==> src/design/qcd_pkg.sv <==
`timescale 1ns / 1ps
// ----------------------------------------------------------------------------
// qcd_pkg: shared types, tag codes and helpers for the QOI chunk decoder
// Pixel and chunk types, tag constants, chunk length and index hash.
// ----------------------------------------------------------------------------
package qcd_pkg;

  localparam int unsigned TableDepth = 64;
  localparam int unsigned TableAw    = $clog2(TableDepth);

  localparam logic [7:0] TAG_RGB  = 8'hFE;
  localparam logic [7:0] TAG_RGBA = 8'hFF;

  // two-bit op codes in tag[7:6]
  localparam logic [1:0] OP_INDEX = 2'b00;
  localparam logic [1:0] OP_DIFF  = 2'b01;
  localparam logic [1:0] OP_LUMA  = 2'b10;
  localparam logic [1:0] OP_RUN   = 2'b11;

  typedef struct packed {
    logic [7:0] r;
    logic [7:0] g;
    logic [7:0] b;
    logic [7:0] a;
  } pixel_t;

  localparam pixel_t PIXEL_RESET = '{r: 8'h00, g: 8'h00, b: 8'h00, a: 8'hFF};

  // gathered chunk handed to the pixel unit
  typedef struct packed {
    logic [7:0]  tag;
    logic [31:0] bytes;
  } chunk_t;

  // decoded chunk: pixel, its table slot and the number of extra copies
  typedef struct packed {
    pixel_t              px;
    logic [TableAw-1:0]  slot;
    logic [5:0]          repeats;
  } decode_t;

  function automatic logic [2:0] length_of(input logic [7:0] tag);
    logic [2:0] len;
    if (tag == TAG_RGBA) begin
      len = 3'd5;
    end else if (tag == TAG_RGB) begin
      len = 3'd4;
    end else if (tag[7:6] == OP_LUMA) begin
      len = 3'd2;
    end else begin
      len = 3'd1;
    end
    return len;
  endfunction

  // (3r + 5g + 7b + 11a) mod 64; only the low bits survive
  function automatic logic [TableAw-1:0] hash_of(input pixel_t p);
    logic [9:0] h;
    h = 10'(p.r) * 10'd3 + 10'(p.g) * 10'd5 + 10'(p.b) * 10'd7 + 10'(p.a) * 10'd11;
    return h[TableAw-1:0];
  endfunction

endpackage

==> src/design/qoi_chunk_decoder_unit.sv <==
`timescale 1ns / 1ps
// ----------------------------------------------------------------------------
// qoi_chunk_decoder_unit: QOI chunk stream decoder
// Byte-wide chunk input, RGBA pixel output with an end-of-chunk flag.
// ----------------------------------------------------------------------------
// Accepts one chunk-stream byte per cycle while gathering a chunk. The byte
// that completes a chunk launches a read of the 64-entry index table; the
// next cycle forms the pixel from the registered table data, writes it back
// at its hash and loads it as the previous pixel, then the pixel is offered
// on the output (1 to 62 times for a run, out_last_pixel on the final copy).
// Input is held off from the closing byte until the last pixel is taken.
// The table read-modify-write goes through a synchronous RAM with a
// registered read, and reads never overlap a pending write to it. After
// reset the table reads as all zeros and the previous pixel is opaque black.
// ----------------------------------------------------------------------------
module qoi_chunk_decoder_unit (
  input  logic       clk,
  input  logic       rst_n,
  input  logic       in_valid,
  output logic       in_ready,
  input  logic [7:0] in_stream_byte,
  output logic       out_valid,
  input  logic       out_ready,
  output logic [7:0] out_red,
  output logic [7:0] out_green,
  output logic [7:0] out_blue,
  output logic [7:0] out_alpha,
  output logic       out_last_pixel
);
  import qcd_pkg::*;

  typedef enum logic [2:0] {
    S_COLLECT = 3'b001,
    S_FORM    = 3'b010,
    S_EMIT    = 3'b100
  } state_t;

  state_t      state_r, state_nxt;
  logic [2:0]  pos_r, pos_nxt;
  logic [2:0]  len_r, len_nxt;
  logic [7:0]  tag_r, tag_nxt;
  logic [31:0] bytes_r, bytes_nxt;
  pixel_t      prev_r, prev_nxt;
  logic [5:0]  left_r, left_nxt;

  logic        in_fire, out_fire, chunk_done;
  logic [2:0]  pos_inc, cur_len;
  logic [1:0]  byte_idx;
  chunk_t      chunk;
  pixel_t      table_px;
  decode_t     dec;

  assign in_ready = (state_r == S_COLLECT);
  assign in_fire  = in_valid && in_ready;
  assign out_fire = out_valid && out_ready;

  assign pos_inc    = pos_r + 3'd1;
  assign cur_len    = (pos_r == 3'd0) ? length_of(in_stream_byte) : len_r;
  assign chunk_done = (pos_inc >= cur_len);

  // payload byte k (position k + 1) lands at bits 8k..8k+7
  assign byte_idx = pos_r[1:0] - 2'd1;

  assign chunk.tag   = tag_r;
  assign chunk.bytes = bytes_r;

  // read at the closing byte: for an INDEX chunk that byte is the tag itself
  qcd_index_table u_table (
    .clk     (clk),
    .rst_n   (rst_n),
    .wr_en   (state_r == S_FORM),
    .wr_addr (dec.slot),
    .wr_data (dec.px),
    .rd_en   (in_fire && chunk_done),
    .rd_addr (in_stream_byte[TableAw-1:0]),
    .rd_data (table_px)
  );

  qcd_pixel_unit u_pixel (
    .chunk    (chunk),
    .prev     (prev_r),
    .table_px (table_px),
    .result   (dec)
  );

  always_comb begin
    state_nxt = state_r;
    pos_nxt   = pos_r;
    len_nxt   = len_r;
    tag_nxt   = tag_r;
    bytes_nxt = bytes_r;
    prev_nxt  = prev_r;
    left_nxt  = left_r;
    unique case (state_r)
      S_COLLECT: begin
        if (in_fire) begin
          if (pos_r == 3'd0) begin
            tag_nxt   = in_stream_byte;
            len_nxt   = cur_len;
            bytes_nxt = '0;
          end else begin
            bytes_nxt[{byte_idx, 3'b000} +: 8] = in_stream_byte;
          end
          if (chunk_done) begin
            pos_nxt   = '0;
            state_nxt = S_FORM;
          end else begin
            pos_nxt = pos_inc;
          end
        end
      end
      S_FORM: begin
        prev_nxt  = dec.px;
        left_nxt  = dec.repeats;
        state_nxt = S_EMIT;
      end
      S_EMIT: begin
        if (out_fire) begin
          if (left_r == '0) begin
            state_nxt = S_COLLECT;
          end else begin
            left_nxt = left_r - 6'd1;
          end
        end
      end
      default: state_nxt = S_COLLECT;
    endcase
  end

  always_ff @(posedge clk) begin
    if (!rst_n) begin
      state_r <= S_COLLECT;
      pos_r   <= '0;
      len_r   <= '0;
      tag_r   <= '0;
      bytes_r <= '0;
      prev_r  <= PIXEL_RESET;
      left_r  <= '0;
    end else begin
      state_r <= state_nxt;
      pos_r   <= pos_nxt;
      len_r   <= len_nxt;
      tag_r   <= tag_nxt;
      bytes_r <= bytes_nxt;
      prev_r  <= prev_nxt;
      left_r  <= left_nxt;
    end
  end

  assign out_valid      = (state_r == S_EMIT);
  assign out_red        = prev_r.r;
  assign out_green      = prev_r.g;
  assign out_blue       = prev_r.b;
  assign out_alpha      = prev_r.a;
  assign out_last_pixel = (left_r == '0);

endmodule

==> src/design/qcd_index_table.sv <==
`timescale 1ns / 1ps
// ----------------------------------------------------------------------------
// qcd_index_table: 64-entry pixel index table
// Synchronous RAM, one write and one registered read port; per-entry valid
// bits make unwritten entries read as zero after reset.
// ----------------------------------------------------------------------------
module qcd_index_table (
  input  logic                    clk,
  input  logic                    rst_n,
  input  logic                    wr_en,
  input  logic [qcd_pkg::TableAw-1:0] wr_addr,
  input  qcd_pkg::pixel_t         wr_data,
  input  logic                    rd_en,
  input  logic [qcd_pkg::TableAw-1:0] rd_addr,
  output qcd_pkg::pixel_t         rd_data
);
  import qcd_pkg::*;

  pixel_t                mem [TableDepth];
  logic [TableDepth-1:0] valid_r;
  pixel_t                rd_data_r;
  logic                  rd_valid_r;

  always_ff @(posedge clk) begin
    if (wr_en) begin
      mem[wr_addr] <= wr_data;
    end
    if (rd_en) begin
      rd_data_r <= mem[rd_addr];
    end
  end

  always_ff @(posedge clk) begin
    if (!rst_n) begin
      valid_r    <= '0;
      rd_valid_r <= 1'b0;
    end else begin
      if (wr_en) begin
        valid_r[wr_addr] <= 1'b1;
      end
      if (rd_en) begin
        rd_valid_r <= valid_r[rd_addr];
      end
    end
  end

  assign rd_data = rd_valid_r ? rd_data_r : '0;

endmodule

==> src/design/qcd_pixel_unit.sv <==
`timescale 1ns / 1ps
// ----------------------------------------------------------------------------
// qcd_pixel_unit: chunk to pixel decode
// Forms the new pixel from the gathered chunk, the previous pixel and the
// table entry, plus its hash slot and the run repeat count.
// ----------------------------------------------------------------------------
module qcd_pixel_unit (
  input  qcd_pkg::chunk_t  chunk,
  input  qcd_pkg::pixel_t  prev,
  input  qcd_pkg::pixel_t  table_px,
  output qcd_pkg::decode_t result
);
  import qcd_pkg::*;

  pixel_t     px;
  logic [5:0] repeats;
  logic [7:0] dg;
  logic [7:0] second;

  assign second = chunk.bytes[7:0];
  assign dg     = {2'b00, chunk.tag[5:0]} - 8'd32;

  always_comb begin
    px      = prev;
    repeats = '0;
    if (chunk.tag == TAG_RGB || chunk.tag == TAG_RGBA) begin
      px.r = chunk.bytes[7:0];
      px.g = chunk.bytes[15:8];
      px.b = chunk.bytes[23:16];
      if (chunk.tag == TAG_RGBA) begin
        px.a = chunk.bytes[31:24];
      end
    end else begin
      unique case (chunk.tag[7:6])
        OP_INDEX: px = table_px;
        OP_DIFF: begin
          px.r = prev.r + {6'b0, chunk.tag[5:4]} - 8'd2;
          px.g = prev.g + {6'b0, chunk.tag[3:2]} - 8'd2;
          px.b = prev.b + {6'b0, chunk.tag[1:0]} - 8'd2;
        end
        OP_LUMA: begin
          px.g = prev.g + dg;
          px.r = prev.r + dg + {4'b0, second[7:4]} - 8'd8;
          px.b = prev.b + dg + {4'b0, second[3:0]} - 8'd8;
        end
        OP_RUN: repeats = chunk.tag[5:0];
        default: px = prev;
      endcase
    end
  end

  assign result.px      = px;
  assign result.slot    = hash_of(px);
  assign result.repeats = repeats;

endmodule

==> config.mk <==
export PLATFORM = sky130hd
export DESIGN_NAME = qoi_chunk_decoder_unit
export DESIGN_NICKNAME = d
export VERILOG_FILES = /design/src/design/qcd_pkg.sv /design/src/design/qoi_chunk_decoder_unit.sv /design/src/design/qcd_index_table.sv /design/src/design/qcd_pixel_unit.sv
export SDC_FILE = /design/constraint.sdc
export NUM_CORES = 2
export LEC_CHECK = 0
export BUFFER_PORTS_ARGS = -buffer_cell sky130_fd_sc_hd__buf_2
export CORE_MARGIN = 4
export CORE_UTILIZATION = 39
export DETAILED_ROUTE_END_ITERATION = 10
export GPL_TIMING_DRIVEN = 0
export PLACE_DENSITY = 0.65
export SLEW_MARGIN = 10
export SYNTH_ARGS = -nofsm -noshare
export SYNTH_HDL_FRONTEND = slang
export SYNTH_SLANG_ARGS = --single-unit
==> constraint.sdc <==
create_clock -name clk -period 34.7 [get_ports clk]
set_clock_uncertainty 0.2 [all_clocks]
set_input_delay 1.735 -clock clk [delete_from_list [all_inputs] [get_ports clk]]
set_output_delay 1.735 -clock clk [all_outputs]
set_load 0.01 [all_outputs]
# Word-level counts from Yosys, hierarchy flattened
# Memory sizes are Yosys's and may differ from the RTL's. A register that Yosys moved wholly into a read port is not among the register bits.
# Cells that the tools add are included.
[word_totals] ff_bits=152 mem_bits_rw=2048 out_inout_bits=35 n_memories=1
[mem_list] name="u_table.mem" words=64 word_bits=32 rd=1 rd_ports_with_merged_regs=1 write_ports=1 line_no="qcd_index_table.sv:19" text="pixel_t mem [TableDepth];"
[op_classes] add_sub_neg=21 n_mul=4 order_cmp=4 eq_ne=16 shifts=2 muxes=28 n_bitwise=1 n_reduce_logical=13
[op_table] cell="$mux W32" count=3
[op_table] cell="$pmux W24 S3" count=1
[op_table] cell="$or A64 B64 Y64" count=1
[op_table] cell="$bwmux W32" count=1
[op_table] cell="$eq A8 B8 Y1 const B" count=4
[op_table] cell="$shift A8 B7 Y32 const A" count=1
[op_table] cell="$shiftx A8 B7 Y32" count=1
[op_table] cell="$add A8 B2 Y8" count=3
[op_table] cell="$add A8 B8 Y8" count=3
[op_table] cell="$mux W3" count=8
[op_table] cell="$mux W6" count=4
[op_table] cell="$sub A8 B2 Y8 const B" count=3
[op_table] cell="$add A6 B6 Y6" count=3
[op_table] cell="$add A8 B4 Y8" count=2
[op_table] cell="$mul A8 B3 Y6 const B" count=2
[op_table] cell="$mux W8" count=2
[op_table] cell="$sub A8 B4 Y8 const B" count=2
[op_table] cell="$lt A6 B7 Y1 const B" count=2
[op_table] cell="$pmux W6 S2" count=1
[op_table] cell="$pmux W3 S3" count=1
[op_table] cell="$mul A8 B2 Y6 const B" count=1
[op_table] cell="$mul A8 B4 Y6 const B" count=1
[op_table] cell="$ne A2 B1 Y1 const B" count=4
[op_table] cell="$neg A5 Y7" count=1
[op_table] cell="other kinds (25)" count=34

# Longest topological paths before layout
[depth] word_depth=15 mapped_depth=29 depth_no_buf=28

# Hierarchy
# From an unflattened synthesis, not the netlist that was laid out.
[unflattened] cells_unflattened=4197 hier_area_um2=89226.8
[by_module_without_submodules] mod="qcd_index_table" instances=1 cells_each=3275 area_per_inst_um2=81485.7
[by_module_without_submodules] mod="qcd_pixel_unit" instances=1 cells_each=505 area_per_inst_um2=4194.0
[by_module_without_submodules] mod="qoi_chunk_decoder_unit" instances=1 cells_each=417 area_per_inst_um2=3547.2

# Worst setup path before layout
# OpenSTA, ideal clock, no wires.
[synth_timing] path_type="flip-flop to flip-flop" from="reg prev_r, in the netlist out_red[2]" to="mem u_table.mem[41][0] in the netlist's numbering, enable pin" setup_time_ns=0.463 t_arrival_ns=11.760 required_ns=34.037 setup_slack_ns=22.276 path_stages_with_launch=24 cell_sequence="dfxtp_1 inv_1 fa_1 inv_1 ha_1 ha_1 fa_1 xnor2_1 mux4_2 o21ai_0 fa_1 inv_1 fa_1 fa_1 fa_1 inv_1 ha_1 a21oi_1 xnor3_1 xnor3_1 xor3_1 xnor3_2 xor2_2 nor3_1"
[synth_lines] element="start: declaration" line_no="qoi_chunk_decoder_unit.sv:43" text="pixel_t prev_r, prev_nxt;"
[synth_lines] element="start signal: assignment" line_no="qoi_chunk_decoder_unit.sv:145" text="prev_r <= prev_nxt;"
[synth_lines] element="end: declaration" line_no="qcd_index_table.sv:19"

==> results.tsv <==
stage	metric	value	unit
placement	place.gp.congestion	0.9323	
cts	clkSinkCount	2232	
timing	hold_viol_final	0	
logic_synthesis	yosysUniqueCellTypes	66	
pwr	leakagePower	0.03366	uW
logic_synthesis	synth_seq_area_share	0.7359	
cts	clock_path_buffers	3	
setup_path	endpoint_kind	flop	
flow_run	drv_cap	0	
layout	nets	4784	
floorplanning	die_h	485.7	microns
floorplanning	die_x	485.7	microns
placement	post_dp_cell_area	0.09718	sq mm
logic_synthesis	synth-edff-count	2080	
setup_path	worstPathMaxFanout	33	
cts	root_buffer	clkbuf_16	
pwr	sw_frac_of_total	0.4243	
layout	design_area	0.1046	sq mm
timing	rsz0062_at_grt	no	
floorplanning	fp.dieArea	0.2359	sq mm
global_route	grt.overflow.total	0	
logic_synthesis	synth_seq_cells	2232	
placement	portBuffers	42	
pwr	power	10150	uW
cts	clkTransAtPathRegs	60	ps
setup_path	crit_type	flop to flop	
cts	h-tree-depth	4	
logic_synthesis	synth_cells	4174	
route	antenna_left	0	
setup_path	critPathLaunchType	flop	
pwr	pwr-share-clk	0.239	
cts	cts_setup_buffers	0	
logic_synthesis	syn_nets	4311	
logic_synthesis	synth_area	0.08901	sq mm
setup_path	critPathMaxStageDelay	680	ps
cts	cts_tree	built	
cts	cts_resized	0	
logic_synthesis	syn_area_per_cell	21.33	sq um
layout	area_delta_synth_final	17.52	%
logic_synthesis	yosysWarnings	0	
route	dr_total_vias	46141	
pwr	vdd_ir_drop_max	541.5	uV
timing	finalMaxSlewViolations	0	
setup_path	path_buf_inv	9	
timing	fmax	90.30	MHz
global_route	grt_pass1_vias	45752	
route	drt_iter0_drc	6452	
timing	slew-limit-headroom	0.1129	
hold_path	hp-class	flop to flop	
pwr	power.switching	4308	uW
pwr	power.density	97.07	mW/mm^2
pwr	p_seq_frac	0.345	
timing	setup_ws	23630	ps
route	wl	251.7	mm
timing	finalSetupTns	0	ps
global_route	antenna_found_initial	12	
timing	setup_viol_count_final	0	
setup_path	crit_slowest_cell	dfxtp_1	
global_route	grt_max_degree	69	
timing	finalCritPeriodShare	0.3191	
route	firstDrtPassIters	6	
cts	clock_latency	870	ps
floorplanning	io_pins	47	
cts	cts_hold_buf	0	
setup_path	critPathRequiredTime	35040	ps
setup_path	arrival	11420	ps
global_route	track_usage	0.2122	
global_route	grt_pass1_wl	354.6	mm
logic_synthesis	ys.flop_type	edfxtp_1	
floorplanning	core_area	0.2273	sq mm
placement	pre_cts_ws	23700	ps
layout	drive_gt1_frac	0.2905	
timing	min_period	11070	ps
outcome	status	completed	
logic_synthesis	synth-async-reset-ratio	0	
route	drcViolationCount	0	
setup_path	reg2reg_setup_slack	23630	ps
route	viasPerCell	5.881	
placement	hpwl	177.0	mm
cts	cts_buffers	220	
pwr	combPwrFrac	0.416	
setup_path	path_common_cell	fa_1	
route	route.detailed.wl_per_inst	32.09	microns
timing	worst_pin_slew	1331	ps
floorplanning	start_util	0.3916	
floorplanning	rows	175	
pwr	p_int	5846	uW
setup_path	crit_family	adder cells	
## routing by layer
layer	up-vias	part of all wire	routed length (microns)	global-route usage
met2	2706	0.47	118000	0.3338
li1	18326	-	-	-
met5	-	0.00011	28	0
met3	501	0.11	26480	0.05119
met4	4	0.051	12930	0.09336
met1	24604	0.37	94270	0.2829
## power groups by stage
stage	sequential (uW)	combinational, uW	clock [uW]
after CTS	3490	4160	2460
after global routing	3510	4380	2580
final	3500	4220	2430
after detailed placement	3550	4130	0
after global placement	3630	3090	0
after floorplan	3550	2260	0
## cells by family after synthesis
group | after synthesis | share of synthesized area
flip-flops | 2232 | 0.7359
AND/OR/NAND/NOR | 387 | 0.02117
adder cells (fa/ha/maj) | 125 | 0.02069
multiplexers | 721 | 0.1775
XOR/XNOR | 52 | 0.006213
buffers and inverters | 332 | 0.01451
AO/OA/AOI/OAI | 325 | 0.02405
## synthesized netlist by cell type, types with 3 or more instances
cell type	number	area [sq um]
a211oi_1	24	180.2
a21o_1	12	90.09
a21oi_1	95	475.5
a221oi_1	13	113.9
a22oi_1	21	157.7
a31oi_1	3	18.77
buf_1	60	225.2
buf_2	6	30.03
buf_6	4	45.04
clkbuf_1	147	551.8
dfxtp_1	152	3043
edfxtp_1	2080	62460
fa_1	37	740.7
ha_1	88	1101
inv_1	112	420.4
mux2_2	8	90.09
mux2i_1	28	280.3
mux4_2	685	15430
nand2_1	167	626.9
nand2b_1	10	62.56
nand3_1	37	185.2
nand4_1	7	43.79
nor2_1	86	322.8
nor2b_1	11	68.82
nor3_1	19	95.09
nor3_2	33	330.3
nor4_1	3	18.77
o211a_1	3	30.03
o211ai_1	8	60.06
o21a_1	49	367.9
o21ai_0	42	210.2
o21ai_1	17	85.08
o21bai_1	11	82.58
o221a_2	5	56.30
o31ai_1	3	22.52
xnor2_1	32	280.3
xnor3_1	3	67.56
xor2_1	13	113.9
## worst min-delay path: stages (launching register included)
cell	delay, ps
dfxtp_1	310
nand2_1	50
a21oi_1	50
## worst paths after layout
check / from / endpoint / cells after the start
hold / removal: bytes_r[6] / bytes_r[6] / 2
hold reg to reg: bytes_r[6] / bytes_r[6] / 2
setup reg to reg: tag_r[1] / u_table.mem[43][10] / 31
setup / recovery: tag_r[1] / u_table.mem[43][10] / 31
## state kept, by name, indices dropped and copies added (netlist names), 6 cells and up
signal             cells
u_table.rd_data_r     32
out_green              8
u_table.mem         2048
out_red                8
bytes_r               32
tag_r                  8
out_alpha              8
u_table.valid_r       64
left_r                 6
out_blue               8
## metrics by stage
stage            util  hold slack (ps)  instances
2_1_floorplan       -            219.9       4174
3_3_place_gp   0.4091            234.9       7225
3_5_place_dp   0.4276            243.0       7434
4_1_cts        0.4601            251.4       7839
5_1_grt        0.4602            268.2       7842
6_report       0.4602            248.6       7846
## cell type report
type                    instances  area (sq um)
inverters                     113         431.7
plain buffers                 219         888.4
clock buffers                 265          5727
flip-flops and latches       2232         65500
repair buffers                251          3786
multi-input cells            1610         22830
clock inverters               140          1655
fillers                     18658        122700
diodes                          7         17.52
well taps                    3009          3765
## layout by cell type (no fill, tap or decap), types with 37 or more instances in the layout
cell type and count:
nor2_1 64, clkinv_1 48, nand3_1 37, ha_1 88, mux4_2 685, buf_16 47, fa_1 37, buf_1 53
buf_2 51, inv_1 102, dfxtp_1 152, o21a_1 49, nand2_1 163, edfxtp_1 2080, a21oi_1 94, clkbuf_1 179
clkbuf_16 222, buf_8 79, o21ai_0 39
Note: power is estimated with default switching activity, not from simulation.
